$ cat src/hdl/ria_pkg.sv
// ----------------------------------------------------------------------------
// ria_pkg
// Shared widths, codes, types and helpers for the recycling ID allocator.
// ----------------------------------------------------------------------------
package ria_pkg;

  // Identifier layout
  localparam int INDEX_BITS  = 10;
  localparam int GROUP_BITS  = 4;
  localparam int ID_BITS     = INDEX_BITS + GROUP_BITS;
  localparam int MIN_INDEX   = 1;

  // Recycle queue geometry
  localparam int QUEUE_DEPTH = 1024;
  localparam int PTR_BITS    = $clog2(QUEUE_DEPTH);
  localparam int CNT_BITS    = $clog2(QUEUE_DEPTH + 1);

  // Command queue between front and back
  localparam int CQ_DEPTH    = 4;
  localparam int CQ_PTR_BITS = $clog2(CQ_DEPTH);
  localparam int CQ_CNT_BITS = $clog2(CQ_DEPTH + 1);

  localparam int FUNC_BITS   = 2;
  localparam int STATUS_BITS = 3;

  // Request codes
  localparam logic [FUNC_BITS-1:0] FN_GENERATE     = 2'd0;
  localparam logic [FUNC_BITS-1:0] FN_FREE         = 2'd1;
  localparam logic [FUNC_BITS-1:0] FN_IMPORT_START = 2'd2;
  localparam logic [FUNC_BITS-1:0] FN_IMPORT_ENTRY = 2'd3;

  // Status codes
  localparam logic [STATUS_BITS-1:0] STS_OK      = 3'd0;
  localparam logic [STATUS_BITS-1:0] STS_OUT     = 3'd1;
  localparam logic [STATUS_BITS-1:0] STS_INVALID = 3'd2;
  localparam logic [STATUS_BITS-1:0] STS_GROUP   = 3'd3;
  localparam logic [STATUS_BITS-1:0] STS_ABOVE   = 3'd4;
  localparam logic [STATUS_BITS-1:0] STS_BELOW   = 3'd5;
  localparam logic [STATUS_BITS-1:0] STS_FULL    = 3'd6;

  typedef logic [INDEX_BITS-1:0] index_t;
  typedef logic [GROUP_BITS-1:0] group_t;
  typedef logic [PTR_BITS-1:0]   ptr_t;
  typedef logic [CNT_BITS-1:0]   cnt_t;

  // Classified request as it travels from front to back
  typedef struct packed {
    logic [FUNC_BITS-1:0] op;
    group_t               id_group;
    index_t               id_index;
    logic                 id_invalid;
    logic                 id_below;
    index_t               ridx;
    logic                 ridx_below;
    logic                 last;
  } cmd_t;

  // Circular pointer advance
  function automatic ptr_t next_slot(input ptr_t p);
    return (p == PTR_BITS'(QUEUE_DEPTH - 1)) ? '0 : ptr_t'(p + 1'b1);
  endfunction

endpackage

$ cat src/hdl/ria_cmdq.sv
// ----------------------------------------------------------------------------
// ria_cmdq
// Short FIFO of classified requests between front and back.
// ----------------------------------------------------------------------------
module ria_cmdq import ria_pkg::*; (
  input  logic clk,
  input  logic rst,
  input  logic wr,
  input  cmd_t wr_data,
  output logic q_full,
  input  logic rd,
  output cmd_t rd_data,
  output logic q_empty
);

  cmd_t                   slots [CQ_DEPTH];
  logic [CQ_PTR_BITS-1:0] wptr;
  logic [CQ_PTR_BITS-1:0] rptr;
  logic [CQ_CNT_BITS-1:0] count;
  logic                   do_wr;
  logic                   do_rd;

  assign q_full  = (count == CQ_CNT_BITS'(CQ_DEPTH));
  assign q_empty = (count == '0);
  assign do_wr   = wr && !q_full;
  assign do_rd   = rd && !q_empty;
  assign rd_data = slots[rptr];

  // Pointers and fill level
  always_ff @(posedge clk) begin
    if (rst) begin
      wptr  <= '0;
      rptr  <= '0;
      count <= '0;
    end else begin
      if (do_wr) begin
        wptr <= (wptr == CQ_PTR_BITS'(CQ_DEPTH - 1)) ? '0 : CQ_PTR_BITS'(wptr + 1'b1);
      end
      if (do_rd) begin
        rptr <= (rptr == CQ_PTR_BITS'(CQ_DEPTH - 1)) ? '0 : CQ_PTR_BITS'(rptr + 1'b1);
      end
      if (do_wr && !do_rd) begin
        count <= CQ_CNT_BITS'(count + 1'b1);
      end else if (do_rd && !do_wr) begin
        count <= CQ_CNT_BITS'(count - 1'b1);
      end
    end
  end

  // Storage
  always_ff @(posedge clk) begin
    if (do_wr) begin
      slots[wptr] <= wr_data;
    end
  end

endmodule

$ cat config.mk
export PLATFORM = sky130hd
export DESIGN_NAME = ria_cmdq
export DESIGN_NICKNAME = d
export VERILOG_FILES = /design/src/hdl/ria_pkg.sv /design/src/hdl/ria_cmdq.sv
export SDC_FILE = /design/constraint.sdc
export NUM_CORES = 1
export LEC_CHECK = 0
export BUFFER_PORTS_ARGS = -buffer_cell sky130_fd_sc_hd__buf_2
export CORE_AREA = 2 2 92 94
export DETAILED_ROUTE_END_ITERATION = 10
export DIE_AREA = 0 0 94 96
export PLACE_DENSITY = 0.94
export SKIP_LAST_GASP = 1
export SLEW_MARGIN = 40
export SYNTH_ARGS = -nofsm -noshare
export SYNTH_HDL_FRONTEND = slang
export SYNTH_SLANG_ARGS = --single-unit
$ cat constraint.sdc
create_clock -name clk -period 3.94 [get_ports clk]
set_input_delay 0.197 -clock clk [delete_from_list [all_inputs] [get_ports clk]]
set_output_delay 0.197 -clock clk [all_outputs]
set_load 0.01 [all_outputs]
# Word-level counts from Yosys, hierarchy flattened
# Memory sizes are Yosys's and may differ from the RTL's. A register that Yosys moved wholly into a read port is not among the register bits.
# Index checks and enable logic that the tools add are counted.
# totals
ramBits	120
ff_bits	7
output_inout_bits	32
n_memories	1
wordCells	29
# memory_table
memory	depth	word_bits	read_ports	rd_clocked_by_memory_dff	write_ports	line_no	source
slots	4	30	1	1	1	ria_cmdq.sv:16	cmd_t slots [CQ_DEPTH];
# classes
mux	8
reduce_logical	10
n_eq_ne	3
add_sub_neg	4
# ops
operator	count
$mux W2	4
$mux W3	2
$add A2 B1 Y2 const B	2
$eq A2 B2 Y1 const B	2
$logic_and A1 B1 Y1	4
$logic_not A1 Y1	4
$add A3 B1 Y3 const B	1
$eq A3 B3 Y1 const B	1
$logic_not A3 Y1	1
$sub A3 B1 Y3 const B	1
$mux W1	2
$reduce_bool A2 Y1	1

# Logic depth before layout (Yosys ltp)
# depth
word_depth	7
ltp_mapped	10
ltp_nobuf	9

# Worst setup path after synthesis
# OpenSTA, ideal clock, no wires.
# synth_path
path_type	reg-to-reg
start	register count[0]
end	register count[2]
slack_ns	1.853
required_ns	3.870
stages_incl_launch_ff	11
synth_period_minus_slack_ns	2.087
t_arrival_ns	2.016
setup_time_ns	0.070
path_cell_list	dfxtp_1 > or3b_1 > buf_6 > clkinv_4 > nor2_2 > ha_1 > inv_1 > fa_1 > xor2_1 > or3_1 > a21oi_1
# synth_between
elab_chain_cells	6
word_cells_on_any_way	15
# synth_lines
item	line_no	source
start: declaration	ria_cmdq.sv:19	logic [CQ_CNT_BITS-1:0] count;
start signal: assignment	ria_cmdq.sv:43	count <= CQ_CNT_BITS'(count + 1'b1);
start signal: assignment	ria_cmdq.sv:45	count <= CQ_CNT_BITS'(count - 1'b1);
$eq A3 B3 Y1 (*)	ria_cmdq.sv:23	assign q_full = (count == CQ_CNT_BITS'(CQ_DEPTH));
named net q_full	ria_cmdq.sv:10	output logic q_full,
$logic_not A1 Y1 (*)	ria_cmdq.sv:25	assign do_wr = wr && !q_full;
$logic_and A1 B1 Y1 (*)	ria_cmdq.sv:25	
named net do_wr	ria_cmdq.sv:20	logic do_wr;
$logic_not A1 Y1	ria_cmdq.sv:44	end else if (do_rd && !do_wr) begin
$logic_and A1 B1 Y1	ria_cmdq.sv:44	
$reduce_bool A2 Y1 (no line)	n/a	
# Mark *: on every way through the listed nets, which the timed path passes. The rest lies on a longest branch. The select of a mux whose other input is x is not followed.
# A chain may end at the register's enable or synchronous reset.

==> run_results.csv <==
group,metric,value,unit
run_status,status,"finished, final reports clean",
timing,maxSlewHeadroom,44.5,%
routing,via_per_inst,5.74,
worst_setup_path,critPathKind,"reg2out",
die,die_area,0.00902,mm²
layout,fin_nets,355,
layout,final_cells,432,
synth,syn-num-nets,247,
grt,grt_pass1_vias,2662,
clock_tree,post_cts_buffers,0,
layout,layout_common_cells,"edfxtp_1, buf_2, dlygate4sd3_1",
timing,finalHoldViolations,0,
grt,grt_remaining_overflow,0,
synth,synth_compound_area_share,1.04,%
timing,setup_viol,0,
placement,post-place-ws,1.58,ns
hold_path,hold_class,"in2reg",
clock_tree,cts-root-buf,"clkbuf_8",
layout,diodes,0,
clock_tree,clock_path_buffers,2,
synth,postSynthAreaPerCell,23.3,µm²
pwr,clkPwrFrac,39.5,%
synth,ys_warn_count,0,
synth,ys_types,25,
clock_tree,numCtsBuffers,17,
timing,fmax,412,MHz
worst_setup_path,arrival,2.23,ns
clock_tree,ctsResizeCount,0,
routing,drt_wl_total,10500,µm
worst_setup_path,crit_path_start_kind,"flip-flop",
timing,fin_setup_tns,0,ns
synth,synth.area.mux_share,14.5,%
synth,ys_seq_area_share,78.7,%
synth,synth-xor-area-share,0.364,%
grt,grt_max_degree,31,
layout,final_common_cell,"edfxtp_1",
pwr,intPower,3080,µW
routing,num_vias,2480,
die,core,0.00805,mm²
timing,worst_slack,1.51,ns
clock_tree,cts_hold_buf,31,
pwr,power_frac_comb,17.3,%
clock_tree,clkLatencyLatePin,0.52,ns
clock_tree,cts.sinks,129,
synth,synth_top_family_by_area,"multiplexers",
placement,dp_hpwl,4800,µm
die,ioPinCount,66,
timing,worst_pin_slew,0.832,ns
synth,synthesis.area,0.00481,mm²
placement,numPlacedInstances,369,
placement,dpl_cell_area,0.00524,mm²
pwr,swShare,26.3,%
synth,synth-simple-area-share,1.82,%
timing,fin_skew,0.00746,ns
routing,drt_first_pass_iters,4,
pwr,ir_drop,348,µV
clock_tree,cts_tree,"built",
die,rows,33,
layout,final_util,76.7,%
layout,postLayoutCellArea,0.00617,mm²
worst_setup_path,crit_required,3.74,ns
layout,layout-drive-gt1-share,41.9,%
synth,synth_adder_area_share,1.98,%
pwr,leakagePower,0.00218,µW
grt,antenna_found_initial,0,
clock_tree,htreeDepth,4,
routing,drc,0,
die,die_w,94,µm
placement,io_buffer_count,65,
placement,place_congestion,0.686,
routing,routedWlPerCell,24.4,µm
clock_tree,clk_pin_slew,0.06,ns
die,die_h,96,µm
worst_setup_path,cp-end-kind,"output port",
timing,post-route-period-util,61.6,%
timing,period_minus_slack,2.43,ns
timing,rsz0062_at_grt,"no",
synth,syn-instance-count,206,
timing,slew_violations,0,
pwr,seqPwrFrac,43.1,%
die,start_util,59.7,%
pwr,switchingPower,1100,µW
grt,grt_pass1_wl,15400,µm
layout,syn_to_final_growth,28.4,%
pwr,power_density,677,mW/mm²
worst_setup_path,path_max_fanout,17,
grt,grt_util_all_layers,25.4,%
routing,drt_iter0_drc,160,
routing,postRouteAntennaNets,0,
flow_run,maxCapViolCount,0,
synth,yosys_register_bits,129,
[area by class of cell]
| type | count | area [µm²] |
|---|---|---|
| clock buffer | 18 | 418 |
| clock inverter | 14 | 204 |
| fill | 438 | 1880 |
| inverter | 5 | 37.5 |
| multi-input combinational | 64 | 951 |
| sequential | 129 | 3790 |
| tap | 105 | 131 |
| timing repair buffer | 97 | 643 |
[flip-flops by register name, indices dropped and copies added, names as in the netlist, named ones only]
register	count
slots	120
count	3
rptr	2
wptr	2
[worst paths after layout]
path / from / endpoint / slack (ns) / cells after the start
max: flip-flop / rd_data[25] / 1.51 / 3
min: wr / wptr[1] / 0.01 / 3
max reg2reg: count[0] / count[2] / 1.58 / 9
min reg2reg: rptr[0] / flip-flop / 0.52 / 2
[layer usage]
metal / global-route usage (%) / wire length, µm / vias up
li1: - / - / 1077
met1: 30.7 / 4010 / 1239
met2: 41.9 / 5490 / 145
met3: 7.75 / 737 / 19
met4: 12.8 / 308 / 0
met5: 0 / 0 / -
[critical path, stage by stage (launching register included)]
cell	delay, ns
dfxtp_1	0.75
buf_4	0.40
mux4_2	0.39
buf_2	0.17
[synthesized netlist by cell type (all sizes together)]
cell type,count,share of area (%)
nor3,2,0.21
clkbuf,4,0.31
o31ai,2,0.52
nand2,1,0.078
fa,1,0.42
buf,4,0.55
bufinv,1,0.36
o21ai,2,0.21
or3,2,0.26
nor2,4,0.36
edfxtp,120,75
dfxtp,9,3.7
xor2,2,0.36
nand3,2,0.21
ha,6,1.6
inv,3,0.23
or3b,1,0.18
and3,4,0.52
a21oi,3,0.31
mux4,30,14
mux2i,2,0.42
clkinv,1,0.18
[per-stage QoR]
step	hold WS, ns	total power (µW)
final	0.0143	4180
after CTS	0.00184	4180
after global placement	0.407	2460
after floorplan	0.296	2240
after global routing	0.0223	4320
after detailed placement	0.415	2500
[kinds of logic after synthesis]
| logic type | Yosys count |
|---|---|
| DFF | 129 |
| muxes | 32 |
| and+or+nand+nor | 16 |
| buffers and inverters | 13 |
| AOI/OAI and AO/OA | 7 |
| adders and majority gates | 7 |
| xor gates and xnor gates | 2 |
[power groups by stage]
stage | Sequential [µW] | Combinational (µW) | Clock (µW)
after global placement | 1800 | 658 | 0
final | 1800 | 724 | 1650
after CTS | 1800 | 721 | 1650
after global routing | 1820 | 777 | 1720
after floorplan | 1730 | 514 | 0
after detailed placement | 1820 | 682 | 0
Power figures use the tool's default switching activity.
