File: src/hdl/ria_pkg.sv
// ----------------------------------------------------------------------------
// ria_pkg
// Shared widths, codes, types and helpers for the recycling ID allocator.
// ----------------------------------------------------------------------------
package ria_pkg;

  // Identifier layout
  localparam int INDEX_BITS  = 10;
  localparam int GROUP_BITS  = 4;
  localparam int ID_BITS     = INDEX_BITS + GROUP_BITS;
  localparam int MIN_INDEX   = 1;

  // Recycle queue geometry
  localparam int QUEUE_DEPTH = 1024;
  localparam int PTR_BITS    = $clog2(QUEUE_DEPTH);
  localparam int CNT_BITS    = $clog2(QUEUE_DEPTH + 1);

  // Command queue between front and back
  localparam int CQ_DEPTH    = 4;
  localparam int CQ_PTR_BITS = $clog2(CQ_DEPTH);
  localparam int CQ_CNT_BITS = $clog2(CQ_DEPTH + 1);

  localparam int FUNC_BITS   = 2;
  localparam int STATUS_BITS = 3;

  // Request codes
  localparam logic [FUNC_BITS-1:0] FN_GENERATE     = 2'd0;
  localparam logic [FUNC_BITS-1:0] FN_FREE         = 2'd1;
  localparam logic [FUNC_BITS-1:0] FN_IMPORT_START = 2'd2;
  localparam logic [FUNC_BITS-1:0] FN_IMPORT_ENTRY = 2'd3;

  // Status codes
  localparam logic [STATUS_BITS-1:0] STS_OK      = 3'd0;
  localparam logic [STATUS_BITS-1:0] STS_OUT     = 3'd1;
  localparam logic [STATUS_BITS-1:0] STS_INVALID = 3'd2;
  localparam logic [STATUS_BITS-1:0] STS_GROUP   = 3'd3;
  localparam logic [STATUS_BITS-1:0] STS_ABOVE   = 3'd4;
  localparam logic [STATUS_BITS-1:0] STS_BELOW   = 3'd5;
  localparam logic [STATUS_BITS-1:0] STS_FULL    = 3'd6;

  typedef logic [INDEX_BITS-1:0] index_t;
  typedef logic [GROUP_BITS-1:0] group_t;
  typedef logic [PTR_BITS-1:0]   ptr_t;
  typedef logic [CNT_BITS-1:0]   cnt_t;

  // Classified request as it travels from front to back
  typedef struct packed {
    logic [FUNC_BITS-1:0] op;
    group_t               id_group;
    index_t               id_index;
    logic                 id_invalid;
    logic                 id_below;
    index_t               ridx;
    logic                 ridx_below;
    logic                 last;
  } cmd_t;

  // Circular pointer advance
  function automatic ptr_t next_slot(input ptr_t p);
    return (p == PTR_BITS'(QUEUE_DEPTH - 1)) ? '0 : ptr_t'(p + 1'b1);
  endfunction

endpackage

File: src/hdl/ria_front.sv
// ----------------------------------------------------------------------------
// ria_front
// Input register: takes request transfers and classifies the fields that do
// not depend on allocator state.
// ----------------------------------------------------------------------------
module ria_front import ria_pkg::*; (
  input  logic                   clk,
  input  logic                   rst,
  input  logic                   push,
  output logic                   full,
  input  logic [FUNC_BITS-1:0]   func,
  input  logic [ID_BITS-1:0]     id,
  input  index_t                 restore_index,
  input  logic                   last,
  input  logic                   q_full,
  output logic                   q_wr,
  output cmd_t                   q_data
);

  logic valid;
  logic valid_next;
  cmd_t cmd;
  cmd_t cmd_class;
  logic accept;

  // Stall only while holding an item the queue cannot take
  assign full   = valid && q_full;
  assign accept = push && !full;
  assign q_wr   = valid && !q_full;
  assign q_data = cmd;

  // Classification of the raw fields
  always_comb begin
    cmd_class.op         = func;
    cmd_class.id_group   = id[ID_BITS-1:INDEX_BITS];
    cmd_class.id_index   = id[INDEX_BITS-1:0];
    cmd_class.id_invalid = (id == {ID_BITS{1'b1}});
    cmd_class.id_below   = (id[INDEX_BITS-1:0] < INDEX_BITS'(MIN_INDEX));
    cmd_class.ridx       = restore_index;
    cmd_class.ridx_below = (restore_index < INDEX_BITS'(MIN_INDEX));
    cmd_class.last       = last;
  end

  assign valid_next = accept || (valid && q_full);

  always_ff @(posedge clk) begin
    if (rst) begin
      valid <= 1'b0;
    end else begin
      valid <= valid_next;
    end
  end

  always_ff @(posedge clk) begin
    if (accept) begin
      cmd <= cmd_class;
    end
  end

endmodule

File: config.mk
export PLATFORM = sky130hd
export DESIGN_NAME = ria_front
export DESIGN_NICKNAME = d
export VERILOG_FILES = /design/src/hdl/ria_pkg.sv /design/src/hdl/ria_front.sv
export SDC_FILE = /design/constraint.sdc
export NUM_CORES = 1
export LEC_CHECK = 0
export BUFFER_PORTS_ARGS = -buffer_cell sky130_fd_sc_hd__buf_2
export CORE_MARGIN = 4
export CORE_UTILIZATION = 39
export DETAILED_ROUTE_END_ITERATION = 16
export PLACE_DENSITY = 0.74
export SETUP_SLACK_MARGIN = 0.3
export SYNTH_ARGS = -nofsm -noshare
export SYNTH_HDL_FRONTEND = slang
export SYNTH_SLANG_ARGS = --single-unit
export TNS_END_PERCENT = 20
File: constraint.sdc
create_clock -name clk -period 2.9 [get_ports clk]
set_input_delay 0.58 -clock clk [delete_from_list [all_inputs] [get_ports clk]]
set_output_delay 0.58 -clock clk [all_outputs]
set_load 0.01 [all_outputs]
* After elaboration in Yosys (flattened, before gate mapping) *
Cells that the tools add are included.

word-level totals
  register bits after elaboration = 31
  bits in latches = 0
  RAM bits = 0
  memory bits (read-only) = 0
  input port bits = 31
  output and inout port bits = 32
  word-level logic and storage cells = 18
  memories = 0

operators by class
  $add $sub $neg = 0
  multiply operators = 0
  divide/modulo/power cells = 0
  magnitude comparators = 2
  equality and inequality tests = 1
  shift-type cells = 0
  multiplexer cells = 0
  bitwise logic cells = 0
  reductions and logical operators = 6

operators with widths
  operator                                              count
  < comparator 10 x 1 -> 1 bit (second input constant)  2
  == test 14 bit (second input constant)                1
  logical AND 1 bit                                     3
  logical NOT 1 bit                                     2
  logical OR 1 bit                                      1

* Longest topological paths before layout *
Gate-level depths: netlist (run 1).

  word-level depth = 4
  mapped depth = 2
  depth with buffers taken out = 2

* Least setup slack after synthesis (run 1) *
No wires, ideal clock.

  kind = input-to-reg
  start point = input q_full
  end point = register cmd (netlist bit q_data[0]) (enable)
  setup time = 0.420 ns
  data arrival time = 2.145 ns
  data required time = 2.480 ns
  setup slack = 0.335 ns
  cell stages on the path = 2
  path buffers = 0
  cell sequence = and2_1 > nor2b_1

between the ends
  cells in the longest elaborated chain, start to end = 3

RTL lines
  element                 RTL line         RTL
  start: declaration      ria_front.sv:15  input logic q_full,
  logical AND 1 bit       ria_front.sv:27  assign full = valid && q_full;
  logical NOT 1 bit       ria_front.sv:28  assign accept = push && !full;
  logical AND 1 bit       ria_front.sv:28
  via accept              ria_front.sv:24  logic accept;
  end signal: assignment  ria_front.sv:56  cmd <= cmd_class;
  end: declaration        ria_front.sv:22  cmd_t cmd;

The timed path passes the listed nets, and every way through them passes these cells.
A chain may end at the register's enable or synchronous reset.

* Worst setup path after layout (run 1) *
  start point = input q_full
  end point = output full

between the ends
  cells in the longest elaborated chain, start to end = 1

RTL lines
  element            RTL line         RTL
  logical AND 1 bit  ria_front.sv:27
  end: declaration   ria_front.sv:10  output logic full,

No other way between the ends.

==> results of run 1 <==
==> how the worst max path moves through the flow <==
stage / startpoint / cells past startpoint / slack [ns] / to
floorplan: q_full / 2 / 0.33 / q_data[0]
global placement: q_full / 4 / 1.27 / q_data[19]
detailed placement: q_full / 4 / 1.24 / q_data[8]
CTS: q_full / 3 / 1.32 / full
global route: valid / 2 / 1.26 / full
finish: q_full / 3 / 1.32 / full
==> cell type report <==
type,instances,share of cell area [%]
clock buffers,8,4.70
multi-input cells,16,8.04
flip-flops and latches,31,63.0
well taps,30,2.57
repair buffers,63,21.7
==> metrics by stage <==
step	area [µm²]	std cells	hold WS, ns
finish	1460	148	0.409
global route	1460	148	0.378
CTS	1460	148	0.397
detailed placement	1390	140	0.508
global placement	1390	140	0.470
floorplan	1040	47	0.457
==> power groups by stage <==
stage	combinational, W	sequential, W	clock, W
after floorplan	0.0000132	0.000552	0
after global routing	0.0000895	0.000528	0.000303
final	0.0000814	0.000526	0.000271
after detailed placement	0.0000825	0.000537	0
after global placement	0.0000802	0.000537	0
after CTS	0.0000827	0.000527	0.000279
==> synthesized netlist by cell type (all sizes together) <==
cell and n:
nand2 1, a21oi 1, nor2b 2, nor2 1, dfxtp 1, or4 4
edfxtp 30, nand4 3, and2 1, nor4 3
==> cell families (layout without fill, tap and decap cells) <==
kind of cell	count (synthesis)	in the layout
AOI/OAI and AO/OA	1	1
DFF	31	31
and+or+nand+nor	15	15
buffers and inverters	0	71
==> flip-flops by register name, indices dropped and copies added, names as in the netlist <==
signal and count:
q_data 30, valid 1
==> critical path, stage by stage <==
cell and delay (ns):
buf_2 0.11, and2_1 0.17, buf_2 0.14
==> per-layer routing <==
metal  up-vias  GRT usage, %  share of wire (%)
met5         -             0                  0
met4         0          6.65                2.0
met3         7          6.10                 13
met2        41          19.5                 49
met1       315          13.3                 36
li1        335             -                  -
==> flow_summary.json, run 1 <==
{
  "outcome": "finished clean",
  "internal-power_w": 0.000698,
  "syn_nets": 78,
  "drtAntennaViolNets": 0,
  "worst_slew_pin_slew_ns": 0.359,
  "drc": 0,
  "multi_input_area_um2": 118,
  "min_from": "rst",
  "cts.clk_slew.worst_paths_ns": 0.09,
  "crit_type": "in -> out",
  "syn-cell-area_um2": 1040,
  "clockBufferDepth": 2,
  "switchingPower_w": 0.000180,
  "max_freq_ghz": 0.634,
  "critPathArrivalTime_ns": 1.00,
  "rsz0062_at_grt": "no",
  "required_ns": 2.32,
  "maxCapViolations": 0,
  "post_cts_resize_count": 0,
  "synth_top_family_by_area": "simple AND/OR/NAND/NOR gates",
  "utilization_pct": 58.5,
  "cellLeakagePower_nw": 0.611,
  "yosys.area_share.simple_pct": 10.6,
  "port-buffer-count": 62,
  "routed_wl_mm": 2.10,
  "grt_max_degree": 31,
  "antenna_found_initial": 0,
  "grt_pass1_vias": 700,
  "ctsHoldBuffers": 0,
  "p_clk_share_pct": 30.8,
  "ys_ff_latch": 31,
  "p_seq_share_pct": 59.9,
  "routedWlPerCell_um": 14.2,
  "holdPathEnd": "valid",
  "power_w": 0.000878,
  "drt-vias-per-instance": 4.72,
  "worstReg2RegStart": "valid",
  "post-cts-setup-buffer-count": 0,
  "nets": 148,
  "synthToLayoutAreaGrowth_pct": 41.2,
  "yosysTopAreaCell": "edfxtp_1",
  "die_area_um2": 3550,
  "relSlewSlack_pct": 76.1,
  "holdPathStages": 2,
  "hold_class": "in -> reg",
  "min_period_ns": 1.58,
  "seq_area_um2": 921,
  "rows": 18,
  "vdd_drop_max_v": 0.000378,
  "synth_top_area_share_pct": 87.0,
  "htree_levels": 2,
  "dpl.hpwl_mm": 1.64,
  "fp.dieW_um": 59.5,
  "drive_gt1_share_pct": 62.7,
  "fin_skew_ns": 0.00731,
  "design.portCount": 63,
  "yosysWarnings": 0,
  "cts.sinks": 31,
  "synth_mux_area_share_pct": 0,
  "globalRouteTotalUtil_pct": 12.3,
  "reg2reg_to": "q_data[3]",
  "fillers": 197,
  "hold_viol": 0,
  "dp_slack_ns": 1.24,
  "synthAdderAreaFrac_pct": 0,
  "worstSkewPairLatency_ns": 0.31,
  "r2r_slack_ns": 1.63,
  "cts_tree": "done",
  "synth_area_per_cell_um2": 22.0,
  "reg2regPathDepth": 3,
  "powerDensity_nw_per_um2": 600,
  "fin_crit_sh_pct": 54.4,
  "synth.distinct_cells": 12,
  "synth-compound-area-share_pct": 0.483,
  "maxSlewViolCount": 0,
  "yosysSeqAreaShare_pct": 88.9,
  "combPwrFrac_pct": 9.3,
  "firstDrtPassIters": 2,
  "initial_core_util_pct": 41.4,
  "end_kind": "output pin",
  "grt_first_pass_wirelength_mm": 3.08,
  "p_sw_share_pct": 20.5,
  "synthTopCellsByArea": "edfxtp_1, nor4_2, or4_1",
  "setup_violations": 0,
  "cp_max_fo": 3,
  "final_cell_mix": "buf_2, edfxtp_1, clkbuf_4, nand4_1, or4_1",
  "root_buffer": "clkbuf_4",
  "overflow": 0,
  "fin_setup_tns_ns": 0,
  "critPathLaunchType": "primary input",
  "synthXorXnorAreaFrac_pct": 0,
  "drt_iter0_drc": 22,
  "n_antenna_cell": 0,
  "layout_commonest_cell": "buf_2",
  "syn_inst": 47,
  "setup_ws_ns": 1.32,
  "place_congestion": 0.772,
  "design.core.area_um2": 2500,
  "dieHeight_um": 59.5,
  "vias": 698,
  "cts_buffers": 5
}
Power figures use the tool's default switching activity.
==> run 2, diff against run 1 <==
--- a/config.mk
+++ b/config.mk
@@ -7,9 +7,9 @@
 export LEC_CHECK = 0
 export BUFFER_PORTS_ARGS = -buffer_cell sky130_fd_sc_hd__buf_2
 export CORE_MARGIN = 4
-export CORE_UTILIZATION = 39
+export CORE_UTILIZATION = 37
 export DETAILED_ROUTE_END_ITERATION = 16
-export PLACE_DENSITY = 0.74
+export PLACE_DENSITY = 0.73
 export SETUP_SLACK_MARGIN = 0.3
 export SYNTH_ARGS = -nofsm -noshare
 export SYNTH_HDL_FRONTEND = slang
==> constraint.sdc (replaced) <==
create_clock -name clk -period 1.3 [get_ports clk]
set_input_delay 0.26 -clock clk [delete_from_list [all_inputs] [get_ports clk]]
set_output_delay 0.26 -clock clk [all_outputs]
set_load 0.01 [all_outputs]
==> flow_summary.json, run 2 (synthesis gave the netlist of run 1 again) <==
{
  "cts_buffers": 5,
  "seq_area_um2": 922,
  "nets": 149,
  "hold_class": "in -> reg",
  "powerDensity_nw_per_um2": 1250,
  "worst_slew_pin_slew_ns": 0.280,
  "crit_type": "reg -> out",
  "cts_tree": "done",
  "post-cts-setup-buffer-count": 0,
  "setup_violations": 0,
  "cellLeakagePower_nw": 0.627,
  "globalRouteTotalUtil_pct": 12.8,
  "cts.clk_slew.worst_paths_ns": 0.08,
  "critPathArrivalTime_ns": 0.92,
  "drc": 0,
  "layout_commonest_cell": "buf_2",
  "reg2reg_to": "q_data[27]",
  "maxCapViolations": 0,
  "layout.cells.non_filler": 149,
  "fin_crit_sh_pct": 90.6,
  "holdPathStages": 2,
  "port-buffer-count": 62,
  "dp.cells": 141,
  "root_buffer": "clkbuf_4",
  "drive_gt1_share_pct": 64.7,
  "place_congestion": 0.659,
  "antenna_found_initial": 0,
  "worstSetupStartpoint": "valid",
  "vdd_drop_max_v": 0.000946,
  "multi_input_area_um2": 133,
  "utilization_pct": 58.6,
  "rsz0062_at_grt": "yes",
  "firstDrtPassIters": 3,
  "min_period_ns": 1.18,
  "cp.depth": 2,
  "path_delay_family": "flip-flops",
  "design.portCount": 63,
  "relSlewSlack_pct": 81.2,
  "fillers": 236,
  "r2r_slack_ns": 0.20,
  "cp_cell_sequence": "and2_4 > buf_6",
  "dieHeight_um": 60.9,
  "fin_skew_ns": 0.00618,
  "final_cell_mix": "buf_2, edfxtp_1, clkbuf_4, nand4_1, or4_1",
  "cts.sinks": 31,
  "die_area_um2": 3710,
  "initial_core_util_pct": 40.4,
  "n_antenna_cell": 0,
  "power_w": 0.00188,
  "maxSlewViolCount": 0,
  "drt-vias-per-instance": 4.79,
  "critPathLaunchType": "register",
  "slowest_delay_ns": 0.35,
  "worstSkewPairLatency_ns": 0.31,
  "reg2regPathDepth": 3,
  "htree_levels": 2,
  "grt_max_degree": 17,
  "hold_viol": 0,
  "design.core.area_um2": 2570,
  "grt_pass1_vias": 712,
  "drt_iter0_drc": 10,
  "required_ns": 1.04,
  "rows": 18,
  "largest_reg_flops": 30,
  "worstSetupEndpoint": "full",
  "vias": 713,
  "grt_first_pass_wirelength_mm": 3.19,
  "max_freq_ghz": 0.849,
  "drtAntennaViolNets": 0,
  "crit_buf_inv": 1,
  "cp_max_fo": 3,
  "routedWlPerCell_um": 14.8,
  "slowest_stage": "dfxtp_2",
  "clockBufferDepth": 2,
  "worstReg2RegStart": "valid",
  "fp.dieW_um": 60.9,
  "outcome": "finished clean",
  "end_kind": "output pin",
  "overflow": 0,
  "synthToLayoutAreaGrowth_pct": 45.3,
  "routed_wl_mm": 2.21
}
==> run 2: repair_timing <==
item	CTS	global route
endpoints found under the setup margin	62	63
hold buffers	0	0
resized for setup	2	3
==> run 2: how the worst min path moves through the flow <==
stage	from	to	slack (ns)
final	rst	valid	0.08
after global routing	rst	valid	0.07
after CTS	rst	valid	0.07
after detailed placement	rst	valid	0.43
after global placement	rst	valid	0.42
after floorplan	rst	valid	0.33
==> run 2: report_power, final <==
group          switching (W)  leakage (nW)  internal [W]
clock network       0.000285        0.0293      0.000210
registers          0.0000129         0.300       0.00116
logic               0.000110         0.298     0.0000988
total               0.000408         0.627       0.00147
==> run 2: stage by stage <==
stage | setup TNS, ns | cell area [µm²] | setup WS (ns) | hold WS, ns
after global routing | 0 | 1510 | 0.0550 | 0.0653
final | 0 | 1510 | 0.123 | 0.0820
after floorplan | -0.800 | 1050 | -0.0267 | 0.332
after CTS | 0 | 1490 | 0.104 | 0.0653
after detailed placement | -0.00753 | 1430 | -0.00753 | 0.425
after global placement | 0 | 1430 | 0.0358 | 0.416
==> run 2: routing by layer <==
layer  wire [µm]  track usage [%]  vias to the layer above  share of wire (%)
met1         793             12.9                      330                 36
met3         229             7.23                        6                 10
li1            -                -                      340                  -
met4          46             6.50                        0                2.1
met5           0                0                        -                  0
met2        1140             21.1                       37                 52
==> run 2: layout make-up <==
type	instances	share of cell area (%)
Timing Repair Buffer	64	24.1
Clock buffer	7	2.99
Sequential cell	31	61.3
Multi-Input combinational cell	16	8.81
Tap cell	30	2.49
Clock inverter	1	0.333
